==> src/design/u2c_pkg.sv <==
// Shared types and constants for the UTF-8 to CP437 transcoder.
// Holds the result kind codes, the decode descriptor and the CP437 code point table.
// No dependencies.
package u2c_pkg;

  typedef enum logic [1:0] {
    KIND_GLYPH   = 2'd0,
    KIND_NEWLINE = 2'd1,
    KIND_NONE    = 2'd2
  } kind_e;

  localparam int unsigned CpWidth = 21;

  // Results caused by one byte: an optional leading no-glyph result, then
  // a main result that is either a code point to look up or a no-glyph.
  typedef struct packed {
    logic               any;
    logic               two;
    logic               is_cp;
    logic [CpWidth-1:0] cp;
  } u2c_res_t;

  localparam logic [7:0] ContMask  = 8'hc0;
  localparam logic [7:0] ContMark  = 8'h80;
  localparam logic [7:0] Lead2Mask = 8'he0;
  localparam logic [7:0] Lead3Mask = 8'hf0;
  localparam logic [7:0] Lead3Mark = 8'he0;
  localparam logic [7:0] Lead4Mask = 8'hf8;
  localparam logic [7:0] Lead4Mark = 8'hf0;
  localparam logic [7:0] Lead2Bits = 8'h1f;
  localparam logic [7:0] Lead3Bits = 8'h0f;
  localparam logic [7:0] Lead4Bits = 8'h07;
  localparam logic [7:0] ContBits  = 8'h3f;
  localparam logic [CpWidth-1:0] NewlineCp = 21'd10;

  localparam logic [15:0] GLYPH_CP [256] = '{
    16'h0000, 16'h263A, 16'h263B, 16'h2665, 16'h2666, 16'h2663, 16'h2660, 16'h2022,
    16'h25D8, 16'h25CB, 16'h25D9, 16'h2642, 16'h2640, 16'h266A, 16'h266B, 16'h263C,
    16'h25BA, 16'h25C4, 16'h2195, 16'h203C, 16'h00B6, 16'h00A7, 16'h25AC, 16'h21A8,
    16'h2191, 16'h2193, 16'h2192, 16'h2190, 16'h221F, 16'h2194, 16'h25B2, 16'h25BC,
    16'h0020, 16'h0021, 16'h0022, 16'h0023, 16'h0024, 16'h0025, 16'h0026, 16'h0027,
    16'h0028, 16'h0029, 16'h002A, 16'h002B, 16'h002C, 16'h002D, 16'h002E, 16'h002F,
    16'h0030, 16'h0031, 16'h0032, 16'h0033, 16'h0034, 16'h0035, 16'h0036, 16'h0037,
    16'h0038, 16'h0039, 16'h003A, 16'h003B, 16'h003C, 16'h003D, 16'h003E, 16'h003F,
    16'h0040, 16'h0041, 16'h0042, 16'h0043, 16'h0044, 16'h0045, 16'h0046, 16'h0047,
    16'h0048, 16'h0049, 16'h004A, 16'h004B, 16'h004C, 16'h004D, 16'h004E, 16'h004F,
    16'h0050, 16'h0051, 16'h0052, 16'h0053, 16'h0054, 16'h0055, 16'h0056, 16'h0057,
    16'h0058, 16'h0059, 16'h005A, 16'h005B, 16'h005C, 16'h005D, 16'h005E, 16'h005F,
    16'h0060, 16'h0061, 16'h0062, 16'h0063, 16'h0064, 16'h0065, 16'h0066, 16'h0067,
    16'h0068, 16'h0069, 16'h006A, 16'h006B, 16'h006C, 16'h006D, 16'h006E, 16'h006F,
    16'h0070, 16'h0071, 16'h0072, 16'h0073, 16'h0074, 16'h0075, 16'h0076, 16'h0077,
    16'h0078, 16'h0079, 16'h007A, 16'h007B, 16'h007C, 16'h007D, 16'h007E, 16'h007F,
    16'h00C7, 16'h00FC, 16'h00E9, 16'h00E2, 16'h00E4, 16'h00E0, 16'h00E5, 16'h00E7,
    16'h00EA, 16'h00EB, 16'h00E8, 16'h00EF, 16'h00EE, 16'h00EC, 16'h00C4, 16'h00C5,
    16'h00C9, 16'h00E6, 16'h00C6, 16'h00F4, 16'h00F6, 16'h00F2, 16'h00FB, 16'h00F9,
    16'h00FF, 16'h00D6, 16'h00DC, 16'h00A2, 16'h00A3, 16'h00A5, 16'h20A7, 16'h0192,
    16'h00E1, 16'h00ED, 16'h00F3, 16'h00FA, 16'h00F1, 16'h00D1, 16'h00AA, 16'h00BA,
    16'h00BF, 16'h2310, 16'h00AC, 16'h00BD, 16'h00BC, 16'h00A1, 16'h00AB, 16'h00BB,
    16'h2591, 16'h2592, 16'h2593, 16'h2502, 16'h2524, 16'h2561, 16'h2562, 16'h2556,
    16'h2555, 16'h2563, 16'h2551, 16'h2557, 16'h255D, 16'h255C, 16'h255B, 16'h2510,
    16'h2514, 16'h2534, 16'h252C, 16'h251C, 16'h2500, 16'h253C, 16'h255E, 16'h255F,
    16'h255A, 16'h2554, 16'h2569, 16'h2566, 16'h2560, 16'h2550, 16'h256C, 16'h2567,
    16'h2568, 16'h2564, 16'h2565, 16'h2559, 16'h2558, 16'h2552, 16'h2553, 16'h256B,
    16'h256A, 16'h2518, 16'h250C, 16'h2588, 16'h2584, 16'h258C, 16'h2590, 16'h2580,
    16'h03B1, 16'h00DF, 16'h0393, 16'h03C0, 16'h03A3, 16'h03C3, 16'h00B5, 16'h03C4,
    16'h03A6, 16'h0398, 16'h03A9, 16'h03B4, 16'h221E, 16'h03C6, 16'h03B5, 16'h2229,
    16'h2261, 16'h00B1, 16'h2265, 16'h2264, 16'h2320, 16'h2321, 16'h00F7, 16'h2248,
    16'h00B0, 16'h2219, 16'h00B7, 16'h221A, 16'h207F, 16'h00B2, 16'h25A0, 16'h00A0
  };

endpackage

==> src/design/u2c_decode.sv <==
// UTF-8 sequence decoder: holds the partial code point and sequence state,
// and describes the results each accepted byte causes.
// Depends on u2c_pkg.
module u2c_decode (
  input  logic              clk_i,
  input  logic              rst_ni,
  input  logic              accept_i,
  input  logic [7:0]        text_byte_i,
  input  logic              end_of_string_i,
  output u2c_pkg::u2c_res_t res_o
);
  import u2c_pkg::*;

  logic [CpWidth-1:0] pcp_q, pcp_d;
  logic [1:0]         rem_q, rem_d;
  logic               start_q, start_d;

  logic               is_cont;
  logic               pre_none;
  logic               main_vld;
  logic               main_cp;
  logic [CpWidth-1:0] main_val;
  logic [CpWidth-1:0] shifted;

  assign is_cont = (text_byte_i & ContMask) == ContMark;
  assign shifted = {pcp_q[CpWidth-7:0], text_byte_i[5:0]};

  always_comb begin
    pcp_d    = pcp_q;
    rem_d    = rem_q;
    start_d  = 1'b0;
    pre_none = 1'b0;
    main_vld = 1'b0;
    main_cp  = 1'b0;
    main_val = '0;
    if (is_cont) begin
      if (rem_q != 2'd0) begin
        pcp_d = shifted;
        rem_d = 2'(rem_q - 2'd1);
        if (rem_q == 2'd1) begin
          main_vld = 1'b1;
          main_cp  = 1'b1;
          main_val = shifted;
          pcp_d    = '0;
        end
      end else if (start_q) begin
        main_vld = 1'b1;
      end
    end else begin
      // a new non-continuation byte cuts off a pending sequence
      pre_none = rem_q != 2'd0;
      rem_d    = 2'd0;
      pcp_d    = '0;
      if (!text_byte_i[7]) begin
        main_vld = 1'b1;
        main_cp  = 1'b1;
        main_val = CpWidth'(text_byte_i);
      end else if ((text_byte_i & Lead2Mask) == ContMask) begin
        pcp_d = CpWidth'(text_byte_i & Lead2Bits);
        rem_d = 2'd1;
      end else if ((text_byte_i & Lead3Mask) == Lead3Mark) begin
        pcp_d = CpWidth'(text_byte_i & Lead3Bits);
        rem_d = 2'd2;
      end else if ((text_byte_i & Lead4Mask) == Lead4Mark) begin
        pcp_d = CpWidth'(text_byte_i & Lead4Bits);
        rem_d = 2'd3;
      end else begin
        main_vld = 1'b1;
      end
    end
    if (end_of_string_i) begin
      // string ends mid-sequence: report it in the main slot, which is free then
      if (rem_d != 2'd0) begin
        main_vld = 1'b1;
      end
      rem_d   = 2'd0;
      pcp_d   = '0;
      start_d = 1'b1;
    end
  end

  always_comb begin
    res_o.any   = pre_none | main_vld;
    res_o.two   = pre_none & main_vld;
    res_o.is_cp = main_vld & main_cp;
    res_o.cp    = main_val;
  end

  always_ff @(posedge clk_i or negedge rst_ni) begin
    if (!rst_ni) begin
      pcp_q   <= '0;
      rem_q   <= 2'd0;
      start_q <= 1'b1;
    end else if (accept_i) begin
      pcp_q   <= pcp_d;
      rem_q   <= rem_d;
      start_q <= start_d;
    end
  end

endmodule

==> src/design/u2c_lookup.sv <==
// Code point to CP437 glyph mapping: a compare bank over entries 1 to 255 of the 256-entry table.
// Newline and unmapped code points get their own kinds.
// Depends on u2c_pkg.
module u2c_lookup (
  input  logic                        is_cp_i,
  input  logic [u2c_pkg::CpWidth-1:0] cp_i,
  output logic [7:0]                  glyph_o,
  output u2c_pkg::kind_e              kind_o
);
  import u2c_pkg::*;

  logic       hit;
  logic [7:0] idx;
  logic       low16;

  assign low16 = cp_i[CpWidth-1:16] == '0;

  // table entries are distinct, so an OR of the matching indexes is the match
  always_comb begin
    hit = 1'b0;
    idx = 8'd0;
    for (int i = 1; i < 256; i++) begin
      if (low16 && (cp_i[15:0] == GLYPH_CP[i])) begin
        hit = 1'b1;
        idx = idx | 8'(i);
      end
    end
  end

  always_comb begin
    glyph_o = 8'd0;
    kind_o  = KIND_NONE;
    if (is_cp_i) begin
      if (cp_i == NewlineCp) begin
        kind_o = KIND_NEWLINE;
      end else if (hit) begin
        glyph_o = idx;
        kind_o  = KIND_GLYPH;
      end
    end
  end

endmodule

==> src/design/utf8_to_cp437_transcoder.sv <==
// UTF-8 to CP437 transcoder, top level. A result goes through the decode register,
// then the output register after the table lookup. Throughput: one byte per cycle
// while the output is not stalled; a byte that causes two results holds the decode
// register until its second result is emitted. Bytes with no result give no output
// item. Reset clears the sequence state and empties both registers.
module utf8_to_cp437_transcoder (
  input  logic       clk_i,
  input  logic       rst_ni,
  input  logic       in_valid_i,
  output logic       in_ready_o,
  input  logic [7:0] text_byte_i,
  input  logic       end_of_string_i,
  output logic       out_valid_o,
  input  logic       out_ready_i,
  output logic [7:0] glyph_index_o,
  output logic [1:0] char_kind_o,
  output logic       last_of_run_o
);
  import u2c_pkg::*;

  u2c_res_t res;
  u2c_res_t dec_q;
  logic     dec_valid_q;
  logic     phase_q;

  logic     accept;
  logic     out_free;
  logic     emit;
  logic     first_half;
  logic     done;

  logic [7:0] lk_glyph;
  kind_e      lk_kind;

  logic       out_valid_q;
  logic [7:0] glyph_q;
  kind_e      kind_q;
  logic       last_q;

  assign out_free   = !out_valid_q || out_ready_i;
  assign emit       = dec_valid_q && out_free;
  assign first_half = dec_q.two && !phase_q;
  assign done       = emit && !first_half;
  assign in_ready_o = !dec_valid_q || done;
  assign accept     = in_valid_i && in_ready_o;

  u2c_decode u_decode (
    .clk_i          (clk_i),
    .rst_ni         (rst_ni),
    .accept_i       (accept),
    .text_byte_i    (text_byte_i),
    .end_of_string_i(end_of_string_i),
    .res_o          (res)
  );

  u2c_lookup u_lookup (
    .is_cp_i(dec_q.is_cp),
    .cp_i   (dec_q.cp),
    .glyph_o(lk_glyph),
    .kind_o (lk_kind)
  );

  always_ff @(posedge clk_i or negedge rst_ni) begin
    if (!rst_ni) begin
      dec_valid_q <= 1'b0;
      phase_q     <= 1'b0;
    end else if (accept) begin
      dec_valid_q <= res.any;
      phase_q     <= 1'b0;
    end else if (done) begin
      dec_valid_q <= 1'b0;
    end else if (emit) begin
      phase_q <= 1'b1;
    end
  end

  always_ff @(posedge clk_i) begin
    if (accept) begin
      dec_q <= res;
    end
  end

  always_ff @(posedge clk_i or negedge rst_ni) begin
    if (!rst_ni) begin
      out_valid_q <= 1'b0;
    end else if (emit) begin
      out_valid_q <= 1'b1;
    end else if (out_ready_i) begin
      out_valid_q <= 1'b0;
    end
  end

  // first of two results is always the no-glyph for a cut-off sequence
  always_ff @(posedge clk_i) begin
    if (emit) begin
      glyph_q <= first_half ? 8'd0 : lk_glyph;
      kind_q  <= first_half ? KIND_NONE : lk_kind;
      last_q  <= !first_half;
    end
  end

  assign out_valid_o   = out_valid_q;
  assign glyph_index_o = glyph_q;
  assign char_kind_o   = kind_q;
  assign last_of_run_o = last_q;

endmodule

==> config.mk <==
export PLATFORM = sky130hd
export DESIGN_NAME = utf8_to_cp437_transcoder
export DESIGN_NICKNAME = d
export VERILOG_FILES = /design/src/design/u2c_pkg.sv /design/src/design/u2c_decode.sv /design/src/design/u2c_lookup.sv /design/src/design/utf8_to_cp437_transcoder.sv
export SDC_FILE = /design/constraint.sdc
export NUM_CORES = 1
export LEC_CHECK = 0
export BUFFER_PORTS_ARGS = -buffer_cell sky130_fd_sc_hd__buf_2
export CORE_MARGIN = 10
export CORE_UTILIZATION = 42
export DETAILED_ROUTE_END_ITERATION = 6
export PLACE_DENSITY_LB_ADDON = 0.3
export SLEW_MARGIN = 0
export SYNTH_ARGS = -nofsm -noshare
export SYNTH_HDL_FRONTEND = slang
export SYNTH_SLANG_ARGS = --single-unit
export TNS_END_PERCENT = 30
==> constraint.sdc <==
create_clock -name clk_i -period 6.9 [get_ports clk_i]
set_input_delay 1.035 -clock clk_i [delete_from_list [all_inputs] [get_ports clk_i]]
set_output_delay 1.035 -clock clk_i [all_outputs]
set_load 0.05 [all_outputs]
==> results of run 1 <==
==> report_power, final <==
group	leakage (nW)	total (mW)	switching [mW]	internal (mW)
clock network	0.0776	0.272	0.131	0.141
registers	0.611	0.444	0.0362	0.407
logic	1.17	0.503	0.374	0.129
==> registers in the layout, summed over array words and instances (netlist names) <==
name	count
dec_valid_q	1
u_decode.pcp_q	15
out_valid_o	1
dec_q	23
u_decode.rem_q	2
phase_q	1
last_of_run_o	1
char_kind_o	2
glyph_index_o	8
u_decode.start_q	1
==> cells in the mapped netlist (5+ instances only) <==
master                      count
sky130_fd_sc_hd__nor4bb_1      13
sky130_fd_sc_hd__nor3b_1        5
sky130_fd_sc_hd__clkbuf_1      27
sky130_fd_sc_hd__a31oi_1       21
sky130_fd_sc_hd__buf_1          5
sky130_fd_sc_hd__nand2b_1      14
sky130_fd_sc_hd__o21ai_0       38
sky130_fd_sc_hd__edfxtp_1      34
sky130_fd_sc_hd__buf_4         10
sky130_fd_sc_hd__or4_1         11
sky130_fd_sc_hd__buf_6          6
sky130_fd_sc_hd__o32ai_1        7
sky130_fd_sc_hd__a21oi_1       30
sky130_fd_sc_hd__nor2_1        45
sky130_fd_sc_hd__inv_1          8
sky130_fd_sc_hd__o211ai_1       6
sky130_fd_sc_hd__nor2b_1       17
sky130_fd_sc_hd__dfrtp_1       20
sky130_fd_sc_hd__nand4_1       12
sky130_fd_sc_hd__buf_2         17
sky130_fd_sc_hd__o2111ai_1      5
sky130_fd_sc_hd__a22o_1         6
sky130_fd_sc_hd__nor4b_1        5
sky130_fd_sc_hd__and2_1        24
sky130_fd_sc_hd__o22ai_1       18
sky130_fd_sc_hd__or3_1          5
sky130_fd_sc_hd__a22oi_1       12
sky130_fd_sc_hd__nand2_1       83
sky130_fd_sc_hd__nor3_1        26
sky130_fd_sc_hd__nor4_1        13
sky130_fd_sc_hd__nand4bb_1      6
sky130_fd_sc_hd__nand3_1       24
sky130_fd_sc_hd__a211oi_1       7
==> worst max-delay path, cell delays in order, from the launching register on <==
cell and delay, ns:
sky130_fd_sc_hd__edfxtp_1 0.64, sky130_fd_sc_hd__buf_4 0.36, sky130_fd_sc_hd__nand4bb_1 0.52, sky130_fd_sc_hd__or3_1 0.33
sky130_fd_sc_hd__o31ai_1 0.15, sky130_fd_sc_hd__or4_1 0.54, sky130_fd_sc_hd__a22oi_1 0.42, sky130_fd_sc_hd__nand4b_2 0.20
sky130_fd_sc_hd__o41ai_2 0.37
==> per-layer routing <==
layer / vias up / GRT usage [%] / share of wire [%] / routed length (µm)
met5: - / 0 / 0 / 0
met4: 0 / 15.8 / 7.5 / 1820
met3: 143 / 5.56 / 11 / 2680
met2: 516 / 42.2 / 44 / 10800
met1: 2942 / 32.2 / 37 / 9030
li1: 2618 / - / - / -
==> kinds of logic (layout without fill, tap and decap cells) <==
logic type      after synthesis  in the layout
xor+xnor                      5              5
buf+inv                      75             66
flops                        55             55
compound gates              205            205
mux                           3              3
simple gates                336            336
==> cells in the final DEF (no fill, tap or decap), drive strengths merged, types with 5 or more instances in the layout <==
master,instances
a31oi,21
o211ai,7
a211oi,7
o21ai,40
nand2b,14
nor3,27
dfrtp,20
or4,12
o32ai,7
nor4bb,13
clkbuf,5
o2111ai,5
nor2,45
o22ai,18
nor3b,5
and2,24
a22o,6
nand2,83
nor4,16
edfxtp,34
nand4,12
or3,5
nand4bb,6
inv,11
buf,49
nor2b,17
a22oi,12
nor4b,8
nand3,24
a21oi,30
==> layout make-up <==
cell class,count,share of cell area [%]
flip-flops and latches,55,26.8
multi-input cells,549,60.9
inverters,9,0.584
clock buffers,5,2.16
well taps,172,3.72
clock inverters,3,0.584
repair buffers,49,5.28
==> worst max path at each step <==
stage,from,to,cells after the start
detailed placement,dec_q[4],char_kind_o[1],8
global route,dec_q[4],char_kind_o[1],8
CTS,dec_q[4],char_kind_o[1],8
floorplan,out_ready_i,u_decode.pcp_q[0],8
global placement,dec_q[4],char_kind_o[1],8
finish,dec_q[4],char_kind_o[1],8
==> results list, run 1 <==
* Peak supply drop: 0.181 mV
- The Yosys step of the flow raised 0 warnings.
- The worst path in the final design needs a cycle of 3.73 ns, including I/O delays and setup.
* Share of the synthesized area in compound gates (AO/OA/AOI/OAI): 26.5%
* Dpl hpwl: 17500 µm
- For the pin with the worst max-slew slack, the measured transition is 1.25 ns.
- Counting flops with an async set or reset pin after synthesis yields a share of 38.2%.
- Synthesis produced a netlist with a net count of 692.
* Worst hold path depth: 2
- Synth unique cells: 84
* Ports placed on the boundary: 26
- Fill cells in the final layout number 1303.
- LEAKAGE: 1.86 nW
* CTS resizes: 0
- The count of buffers added on input and output ports is 25.
- The startpoint identified for the worst hold timing path is u_decode.pcp_q[10].
- Post-cts hold buffer count: 0
* Cell taking the most area after synthesis: sky130_fd_sc_hd__edfxtp_1
- Tightest Hold Check Type: reg2reg
- The endpoint identified for the worst register-to-register timing path is char_kind_o[1].
- Max Slew Vio Count: 0
* Vias per Instance: 7.39
- Sorting the synthesized cells by area gives the leading types as sky130_fd_sc_hd__edfxtp_1 19%, sky130_fd_sc_hd__dfrtp_1 9.2%, sky130_fd_sc_hd__nand2_1 5.8%, sky130_fd_sc_hd__o21ai_0 3.5%, sky130_fd_sc_hd__nor2_1 3.1%.
- Average detailed-routed wire length per instance: 28.9 µm
* Proportion of layout cells with a drive suffix above 1: 12.7%
- The number of antenna violations at the first check in global routing came to 0.
- In the final layout, the multi-input gates occupy 3520 µm².
- Sequential cell area: 1550 µm²
- Post CTS Setup Buffer Count: 0
* Worst hold slack after final layout: 0.491 ns
- Initial core utilization: 42.9%
- The detail route stage leaves a number of antenna-violating nets equal to 0.
* Worst slack at placement: 3.35 ns
- At the end of routability-driven placement, the weighted congestion stood at 1.08.
* Maximum number of pins on one net before global-route repair: 56
* Area share of fa/ha/maj cells after synthesis: 0%
* Worst Setup End Kind: flop
* Max Root-Sink Buffers: 2
* Num rows: 41
- Share of the synthesized netlist area taken by xor and xnor gates: 0.809%
- Setup slack closes at 3.17 ns.
* Post-layout util: 45.8%
* Critical Path AT: 3.85 ns
- Once layout is complete, the cells apart from fillers number 842.
- STA classifies the critical path startpoint as a flop.
- The synthesized netlist devotes 36.4% of its cell area to simple gates.
* Sequential fraction of the synthesis area: 28.6%
- First-pass GRT wire length: 36700 µm
* Worst reg-to-reg setup slack: 3.17 ns
- Final cycle utilization of the critical path: 54.0%
* Max-cap viol count: 0
- In this run the power density over the cells is 211 nW/µm².
* Number of DRC markers in iteration 0: 1160
- Total Routed Length: 24400 µm
* Total power of the final layout: 1.22 mW
- Required time of the worst setup path: 7.03 ns
- RSZ-0062 raised after global routing: false
- Synthesis inferred 55 register bits.
* Most common flop cell mapped by yosys: sky130_fd_sc_hd__edfxtp_1
- Failing checks: design-rule violations
- Reg clk slew, reported paths: 0.09 ns
- Instance area at placement: 5620 µm²
- GRT Resource Usage Total: 26.5%
* Detailed Routing Iterations Pass 1: 7
- Drt drc: 4
- TritonCTS built the clock tree.
* Maximum level of the CTS H-tree: 2
- The final route contains 6219 vias.
- Sinks on the clock net: 55
* Upper clock frequency limit: 268 MHz
- Clock latency of the later-clocked register in the worst-skew pair: 0.31 ns
- Final net count: 682
- Average cell area after synthesis: 7.98 µm²
* Vertical die dimension: 134 µm
* Relative area change from synthesis to final layout: 6.75%
- Count of final hold-check violations: 0
- After synthesis, the largest family of logic cells by area is simple AND/OR/NAND/NOR gates.
- Measured along the x axis, the die boundary spans 134 µm.
* Placeable Area: 12600 µm²
* Proportion of synthesized area in mux cells: 0.578%
- Root buffer selected by CTS: sky130_fd_sc_hd__clkbuf_16
- Number of global-route vias before repair: 5741
- Summed over all failing endpoints, the final setup total negative slack is 0 ns.
- For the worst flop-to-flop path, the logic depth is 8.
- Global routing finished with a remaining overflow of 0.
* CTS buffer count: 5
* Final setup vio count: 0
- Highest fanout seen on the critical path: 30
- Proportion of netlist area held by the largest area contributor: 18.9%
- The critical path in this run is classified as reg2reg.
- Measured against its own limit, the worst slew margin works out to 15.7%.
- The synthesized netlist occupies a cell area of 5420 µm².
- Reg-to-Reg Start: dec_q[4]
- Clock skew on the completed layout was measured at 0.0154 ns.
* Number of cells after detailed placement: 834
* Number of cells produced by synthesis: 679
- Die Area: 17800 µm²
- Counting flops with a built-in enable in the synthesized netlist gives 34.
* Run status: finished, violations left
- The finished cells cover 5780 µm².
* Hold endpoint: u_decode.pcp_q[10]
- Diode insertion count for antenna repair: 0
Note: power is estimated with default switching activity, not from simulation.
==> inputs of run 2 (changes only) <==
==> constraint.sdc (replaced) <==
create_clock -name clk_i -period 3.8 [get_ports clk_i]
set_input_delay 0.57 -clock clk_i [delete_from_list [all_inputs] [get_ports clk_i]]
set_output_delay 0.57 -clock clk_i [all_outputs]
set_load 0.05 [all_outputs]
==> run 2 against run 1 <==
  * The run ends with negative setup slack left
  * Setup slack got worse by 3.2 ns
  * Cell count grew 3.9%
  * Register-to-register slack worse by 3.2 ns
  * Utilization rose by 2.2 points
  * First-iteration DRC count rose by 0.69%
  * Global-route usage grew 0.15 points
  * Non-clock buffer count is 33 higher
  * Count of clock-buffer cells in the layout unchanged
  * Largest power group unchanged
==> results list, run 2 (same netlist as run 1, synthesis figures left out) <==
- Congestion Overflow GR: 0 (unchanged)
- The total of buffers placed on input and output ports came to 25 (unchanged).
- Commonest cells after routing, fill and taps aside: 83 x sky130_fd_sc_hd__nand2_1, 55 x sky130_fd_sc_hd__buf_4, 45 x sky130_fd_sc_hd__nor2_1 (was 83 x sky130_fd_sc_hd__nand2_1, 45 x sky130_fd_sc_hd__nor2_1, 38 x sky130_fd_sc_hd__o21ai_0).
* Chip Width: 134 µm (unchanged)
- Highest fanout seen on the critical path: 18 (was 30)
- The number of clock buffers inserted by TritonCTS came to 5 (unchanged).
- The detailed-route via count came to 6258 (was 6219).
- The met2 usage in global routing is 41.8% (was 42.2%).
- Vertical die dimension: 134 µm (unchanged)
- The number of buffers inserted by hold repair at cts came to 0 (unchanged).
* Required time of the worst setup path: 3.82 ns (was 7.03 ns)
* Instance area at placement: 5900 µm² (was 5620 µm²)
- The part of the cycle the worst path needs is 102% (was 54.0%).
* Upper clock frequency limit: 259 MHz (was 268 MHz)
* Remaining number of nets flagged by the antenna check after routing: 0 (unchanged)
* Maximum number of pins on one net before global-route repair: 50 (was 56)
- Run status: finished, violations left (unchanged).
* Final setup vio count: 1 (was 0)
- Max Slew Vio Count: 0 (unchanged)
- Count of final hold-check violations: 0 (unchanged)
- The actual slew at the worst max-slew pin came to 1.17 ns (was 1.25 ns).
* LEAKAGE: 2.03 nW (was 1.86 nW)
- The post-layout worst setup margin came to -0.0670 ns (was 3.17 ns).
* Total Routed Length: 24500 µm (was 24400 µm)
- GRT Resource Usage Total: 26.6% (was 26.5%)
* Proportion of layout cells with a drive suffix above 1: 16.9% (was 12.7%)
- Vias per Instance: 7.15 (was 7.39)
- Crit path time final: 3.87 ns (was 3.73 ns)
* Sinks on the clock net: 55 (unchanged)
* Worst slack at placement: 0.270 ns (was 3.35 ns)
- First-pass GRT wire length: 36900 µm (was 36700 µm)
* Post CTS Setup Buffer Count: 0 (unchanged)
- Dpl hpwl: 18100 µm (was 17500 µm)
* Ports placed on the boundary: 26 (unchanged)
- The count of maximum capacitance violations was 0 (unchanged).
- Die Area: 17800 µm² (unchanged)
- The final net count came to 715 (was 682).
- The number of antenna violations at the first check in global routing came to 0 (unchanged).
* Startpoint type of the worst setup path: flop (unchanged)
- Pwr per Cell Area: 373 nW/µm² (was 211 nW/µm²)
- The total power consumption of the routed design was 2.26 mW (was 1.22 mW).
- The filler cell count in the final layout is 1278 (was 1303).
* RSZ-0062 raised after global routing: false (unchanged)
- The site row count came to 41 (unchanged).
- Post-route design area: 6060 µm² (was 5780 µm²)
* Met3 Track Usage GR: 5.68% (was 5.56%)
* Detailed Routing Iterations Pass 1: 6 (was 7)
* Number of global-route vias before repair: 5865 (was 5741)
- Placeable Area: 12600 µm² (unchanged)
- The wire length per cell came to 28.0 µm (was 28.9 µm).
- The worst setup path category is reg2reg (unchanged).
* Most common cell after layout, fill and taps aside: sky130_fd_sc_hd__nand2_1 (unchanged)
- The signed area change from the synthesized netlist to the final layout was 11.9% (was 6.75%).
- The data arrival time of the worst path came to 3.89 ns (was 3.85 ns).
* CTS resizes: 0 (unchanged)
* Clock tree from TritonCTS: yes (unchanged)
- Failing checks: negative setup slack (was design-rule violations).
- Tightest Hold Check Type: in2async (was reg2reg)
- Clock latency of the later-clocked register in the worst-skew pair: 0.31 ns (about the same)
- The maximum buffer depth of the clock tree was 2 (unchanged).
- Largest Register: dec_q (unchanged)
- Peak supply drop: 0.301 mV (was 0.181 mV)
* Final GP Congestion: 1.09 (was 1.08)
- Root buffer selected by CTS: sky130_fd_sc_hd__clkbuf_16 (unchanged)
* Worst slew margin relative to its limit: 22.1% (was 15.7%)
- Worst Setup End Kind: flop (unchanged)
- The first-iteration detailed-routing DRC count came to 1168 (was 1160).
* GRT busiest layer: met2 (unchanged)
- The starting density of the core is 42.9% (unchanged).
- Met1 track utilization from global routing: 32.4% (was 32.2%)
- Clock Skew: 0.0127 ns (was 0.0154 ns)
- The flip-flop count of the largest register, all copies and words added was 23 (unchanged).
- Reg clk slew, reported paths: 0.08 ns (was 0.09 ns)
- Fin Setup TNS: -0.0670 ns (was 0 ns)
- Maximum level of the CTS H-tree: 2 (unchanged)
- The worst hold slack was 0.210 ns (was 0.491 ns).
- The number of antenna diodes was 0 (unchanged).
* Drt drc: 0 (was 4)
run 2: cell types whose count changed in the layout (fill, tap and decap cells not counted), sizes merged:
cell,before,now
buf,49,82
run 2: final cells by class:
class | instances | area, µm² | share of cell area [%]
Multi-Input combinational cell | 549 | 3530 | 58.2
Sequential cell | 55 | 1550 | 25.5
Clock buffer | 5 | 125 | 2.06
Clock inverter | 3 | 33.8 | 0.558
Tap cell | 172 | 215 | 3.55
Inverter | 9 | 33.8 | 0.558
Timing Repair Buffer | 82 | 578 | 9.54
run 2: per-layer routing:
metal / vias up / share of wire (%)
li1: 2678 / -
met1: 2942 / 37
met2: 492 / 43
met3: 146 / 12
met4: 0 / 7.9
met5: - / 0
run 2: worst max-delay path, stage by stage, from the launching register on:
cell	delay (ns)
sky130_fd_sc_hd__edfxtp_1	0.69
sky130_fd_sc_hd__buf_4	0.33
sky130_fd_sc_hd__nand4bb_1	0.49
sky130_fd_sc_hd__o22ai_1	0.19
sky130_fd_sc_hd__a211o_1	0.30
sky130_fd_sc_hd__a221oi_1	0.23
sky130_fd_sc_hd__a41oi_1	0.21
sky130_fd_sc_hd__a2111oi_0	0.92
sky130_fd_sc_hd__a31oi_1	0.21
run 2: power by group:
part	internal [mW]	switching, mW
combinational	0.280	0.630
clock	0.255	0.238
sequential	0.739	0.118
run 2: path summary, 6_finish.rpt:
path                               startpoint                  to  slack (ns)  depth (start not counted)
setup / recovery                     dec_q[2]    glyph_index_o[1]       -0.07                          8
hold / removal                         rst_ni  u_decode.pcp_q[14]        0.21                          1
setup reg to reg                     dec_q[2]    glyph_index_o[1]       -0.07                          8
hold reg to reg            u_decode.pcp_q[14]  u_decode.pcp_q[14]        0.48                          2
max in group asynchronous              rst_ni    u_decode.start_q        3.24                          1
min in group clk_i         u_decode.pcp_q[14]  u_decode.pcp_q[14]        0.48                          2
run 2: stage by stage:
stage,util [%],cells
floorplan,-,679
global placement,46.8,867
detailed placement,46.8,867
CTS,48.0,875
global route,48.0,875
finish,48.0,875
==> inputs of run 3 (changes only) <==
--- a/config.mk
+++ b/config.mk
@@ -10,6 +10,7 @@
 export CORE_UTILIZATION = 42
 export DETAILED_ROUTE_END_ITERATION = 6
 export PLACE_DENSITY_LB_ADDON = 0.3
+export REMOVE_ABC_BUFFERS = 1
 export SLEW_MARGIN = 0
 export SYNTH_ARGS = -nofsm -noshare
 export SYNTH_HDL_FRONTEND = slang
==> run 3 against run 2 <==
  * Fmax rose by 14%
  * Critical path type unchanged
  * Global-route usage up 0.86 points
  * Largest cell class unchanged
  * The flow finishes with violations (design-rule violations)
  * Highest routed layer unchanged
  * Cell count up 0.69%
==> results list, run 3 (same netlist as run 1, synthesis figures left out) <==
- Run status: finished, violations left (unchanged).
- Failing checks: design-rule violations (was negative setup slack).
- Final net count: 721 (was 715)
- The clock slew seen by the registers of the worst setup and hold paths came to 0.07 ns (was 0.08 ns).
- Transition at the pin with the smallest max-transition slack: 0.940 ns (was 1.17 ns)
* Count of final hold-check violations: 0 (unchanged)
* Antenna violations before repair: 0 (unchanged)
- Placeable Area: 12600 µm² (unchanged)
* Post-cts hold buffer count: 0 (unchanged)
- Maximum level of the CTS H-tree: 2 (unchanged)
- The post-detailed-route via-to-cell ratio was 7.16 (was 7.15).
- Maximum number of pins on one net before global-route repair: 45 (was 50)
- The leakage power was 2.07 nW (was 2.03 nW).
- The number of setup buffers added after CTS is 0 (unchanged).
* Clock tree from TritonCTS: yes (unchanged)
- The global-route usage over all layers was 27.5% (was 26.6%).
- Drt drc: 9 (was 0)
* Required time of the worst setup path: 3.83 ns (was 3.82 ns)
- The worst hold path class was in2async (unchanged).
- The worst setup path category was reg2reg (unchanged).
- Chip Width: 134 µm (unchanged)
- Congestion Overflow GR: 0 (unchanged)
- The wire length per cell is 28.8 µm (was 28.0 µm).
- Critical Path AT: 3.43 ns (was 3.89 ns)
- Sinks on the clock net: 55 (unchanged)
* Commonest cells after routing, fill and taps aside: 83 x sky130_fd_sc_hd__nand2_1, 60 x sky130_fd_sc_hd__buf_4, 45 x sky130_fd_sc_hd__nor2_1 (was 83 x sky130_fd_sc_hd__nand2_1, 55 x sky130_fd_sc_hd__buf_4, 45 x sky130_fd_sc_hd__nor2_1)
- Int Power: 1.35 mW (was 1.27 mW)
- Proportion of power drawn by the clock network: 23.0% (was 21.8%)
- Detailed Routing Iterations Pass 1: 7 (was 6)
* Clock latency of the later-clocked register in the worst-skew pair: 0.31 ns (about the same)
- Root buffer selected by CTS: sky130_fd_sc_hd__clkbuf_16 (unchanged)
* Count of buffers from port buffering: 25 (unchanged)
* Number of DRC markers in iteration 0: 1264 (was 1168)
- The shortest clock period the worst path allows after layout is 3.40 ns (was 3.87 ns).
* Clock Skew: 0.00620 ns (was 0.0127 ns)
- Peak supply drop: 0.324 mV (was 0.301 mV)
* Ports placed on the boundary: 26 (unchanged)
* Number of global-route vias before repair: 6065 (was 5865)
* Num rows: 41 (unchanged)
* Largest Register: dec_q (unchanged)
* Dpl hpwl: 18800 µm (was 18100 µm)
* Most common cell after layout, fill and taps aside: sky130_fd_sc_hd__nand2_1 (unchanged)
- The signed area change from the synthesized netlist to the final layout was 12.9% (was 11.9%).
- The starting density of the core came to 42.9% (unchanged).
- Die Area: 17800 µm² (unchanged)
- GRT busiest layer: met2 (unchanged)
- Worst slew margin relative to its limit: 36.9% (was 22.1%)
- The element type at the critical path start was a flop (unchanged).
* Proportion of layout cells with a drive suffix above 1: 17.3% (was 16.9%)
- Max Root-Sink Buffers: 2 (unchanged)
- CTS resizes: 0 (unchanged)
- Part of the total power dissipated in sequential elements: 36.3% (was 37.9%)
- Flip-flop count of the largest register, all copies and words added: 23 (unchanged)
- The total setup violations reported at the end of the flow came to 0 (was 1).
* Pwr per Cell Area: 381 nW/µm² (was 373 nW/µm²)
- The met2 usage in global routing came to 44.0% (was 41.8%).
- The part of the power in combinational logic came to 40.7% (was 40.2%).
- Overall via count from detail_route: 6307 (was 6258)
- The final setup TNS is 0 ns (was -0.0670 ns).
- Final cycle utilization of the critical path: 89.6% (was 102%)
- Total Routed Length: 25400 µm (was 24500 µm)
- The net switching component of the power came to 982 µW (was 987 µW).
- The launching element of the worst setup path is dec_q[4] (was dec_q[2]).
- The count of maximum capacitance violations is 0 (unchanged).
- Met1 track utilization from global routing: 32.3% (was 32.4%)
- Max Slew Vio Count: 0 (unchanged)
- Final GP Congestion: 1.12 (was 1.09)
* Met3 Track Usage GR: 7.86% (was 5.68%)
- Worst hold slack after final layout: 0.214 ns (was 0.210 ns)
- The total power consumption of the routed design came to 2.33 mW (was 2.26 mW).
- The switching share of power was 42.2% (was 43.6%).
- The maximum achievable frequency is 294 MHz (was 259 MHz).
* Vertical die dimension: 134 µm (unchanged)
* Reg-to-Reg Start: dec_q[4] (was dec_q[2])
- The post-route antenna net violation count was 0 (unchanged).
- Highest fanout seen on the critical path: 28 (was 18)
- The number of clock buffers inserted by TritonCTS came to 5 (unchanged).
* Diode insertion count for antenna repair: 0 (unchanged)
- Worst Setup End Kind: flop (unchanged)
- RSZ-0062 raised after global routing: false (unchanged).
- First-pass GRT wire length: 37700 µm (was 36900 µm)
run 3: metrics by stage:
stage          instance area, µm²  worst slack [ns]  instances  util (%)
2_1_floorplan                5060             0.594        613         -
3_3_place_gp                 5950             0.357        873      47.1
3_5_place_dp                 5950             0.507        873      47.1
4_1_cts                      6120             0.481        881      48.5
5_1_grt                      6120             0.344        881      48.5
6_report                     6120             0.396        881      48.5
run 3: power by group through the flow:
stage / combinational, mW / sequential [mW] / clock (mW)
floorplan: 0.393 / 0.961 / 0
global placement: 0.920 / 0.845 / 0
CTS: 0.908 / 0.842 / 0.542
global route: 0.986 / 0.856 / 0.565
finish: 0.948 / 0.844 / 0.535
detailed placement: 0.905 / 0.854 / 0
run 3: per-layer routing:
| metal | part of all wire [%] | up-vias | routed length [µm] |
|---|---|---|---|
| met2 | 45 | 496 | 11400 |
| met5 | 0 | - | 0 |
| met1 | 36 | 2962 | 9160 |
| met3 | 11 | 149 | 2910 |
| li1 | - | 2700 | - |
| met4 | 7.4 | 0 | 1890 |
run 3: layout make-up:
cell class | count | area (µm²)
clock buffer | 5 | 125
clock inverter | 3 | 45.0
fill | 1280 | 6500
inverter | 9 | 33.8
multi-input combinational | 549 | 3510
sequential | 55 | 1550
tap | 172 | 215
timing repair buffer | 88 | 636
run 3: critical path, stage by stage, from the launching register on:
cell and delay, ns:
sky130_fd_sc_hd__edfxtp_1 0.74, sky130_fd_sc_hd__buf_12 0.27, sky130_fd_sc_hd__nand4bb_1 0.51, sky130_fd_sc_hd__o22ai_1 0.13, sky130_fd_sc_hd__a211o_1 0.30, sky130_fd_sc_hd__a221oi_1 0.20, sky130_fd_sc_hd__a41oi_1 0.20, sky130_fd_sc_hd__a2111oi_0 0.59
sky130_fd_sc_hd__a31oi_1 0.18
run 3: path summary, 6_finish.rpt:
check / end / slack, ns / cells after the start
max reg2reg: glyph_index_o[1] / 0.40 / 8
min: u_decode.rem_q[0] / 0.21 / 1
min reg2reg: u_decode.pcp_q[10] / 0.48 / 2
max: glyph_index_o[1] / 0.40 / 8
max in group asynchronous: u_decode.start_q / 3.24 / 1
min in group clk_i: u_decode.pcp_q[10] / 0.48 / 2
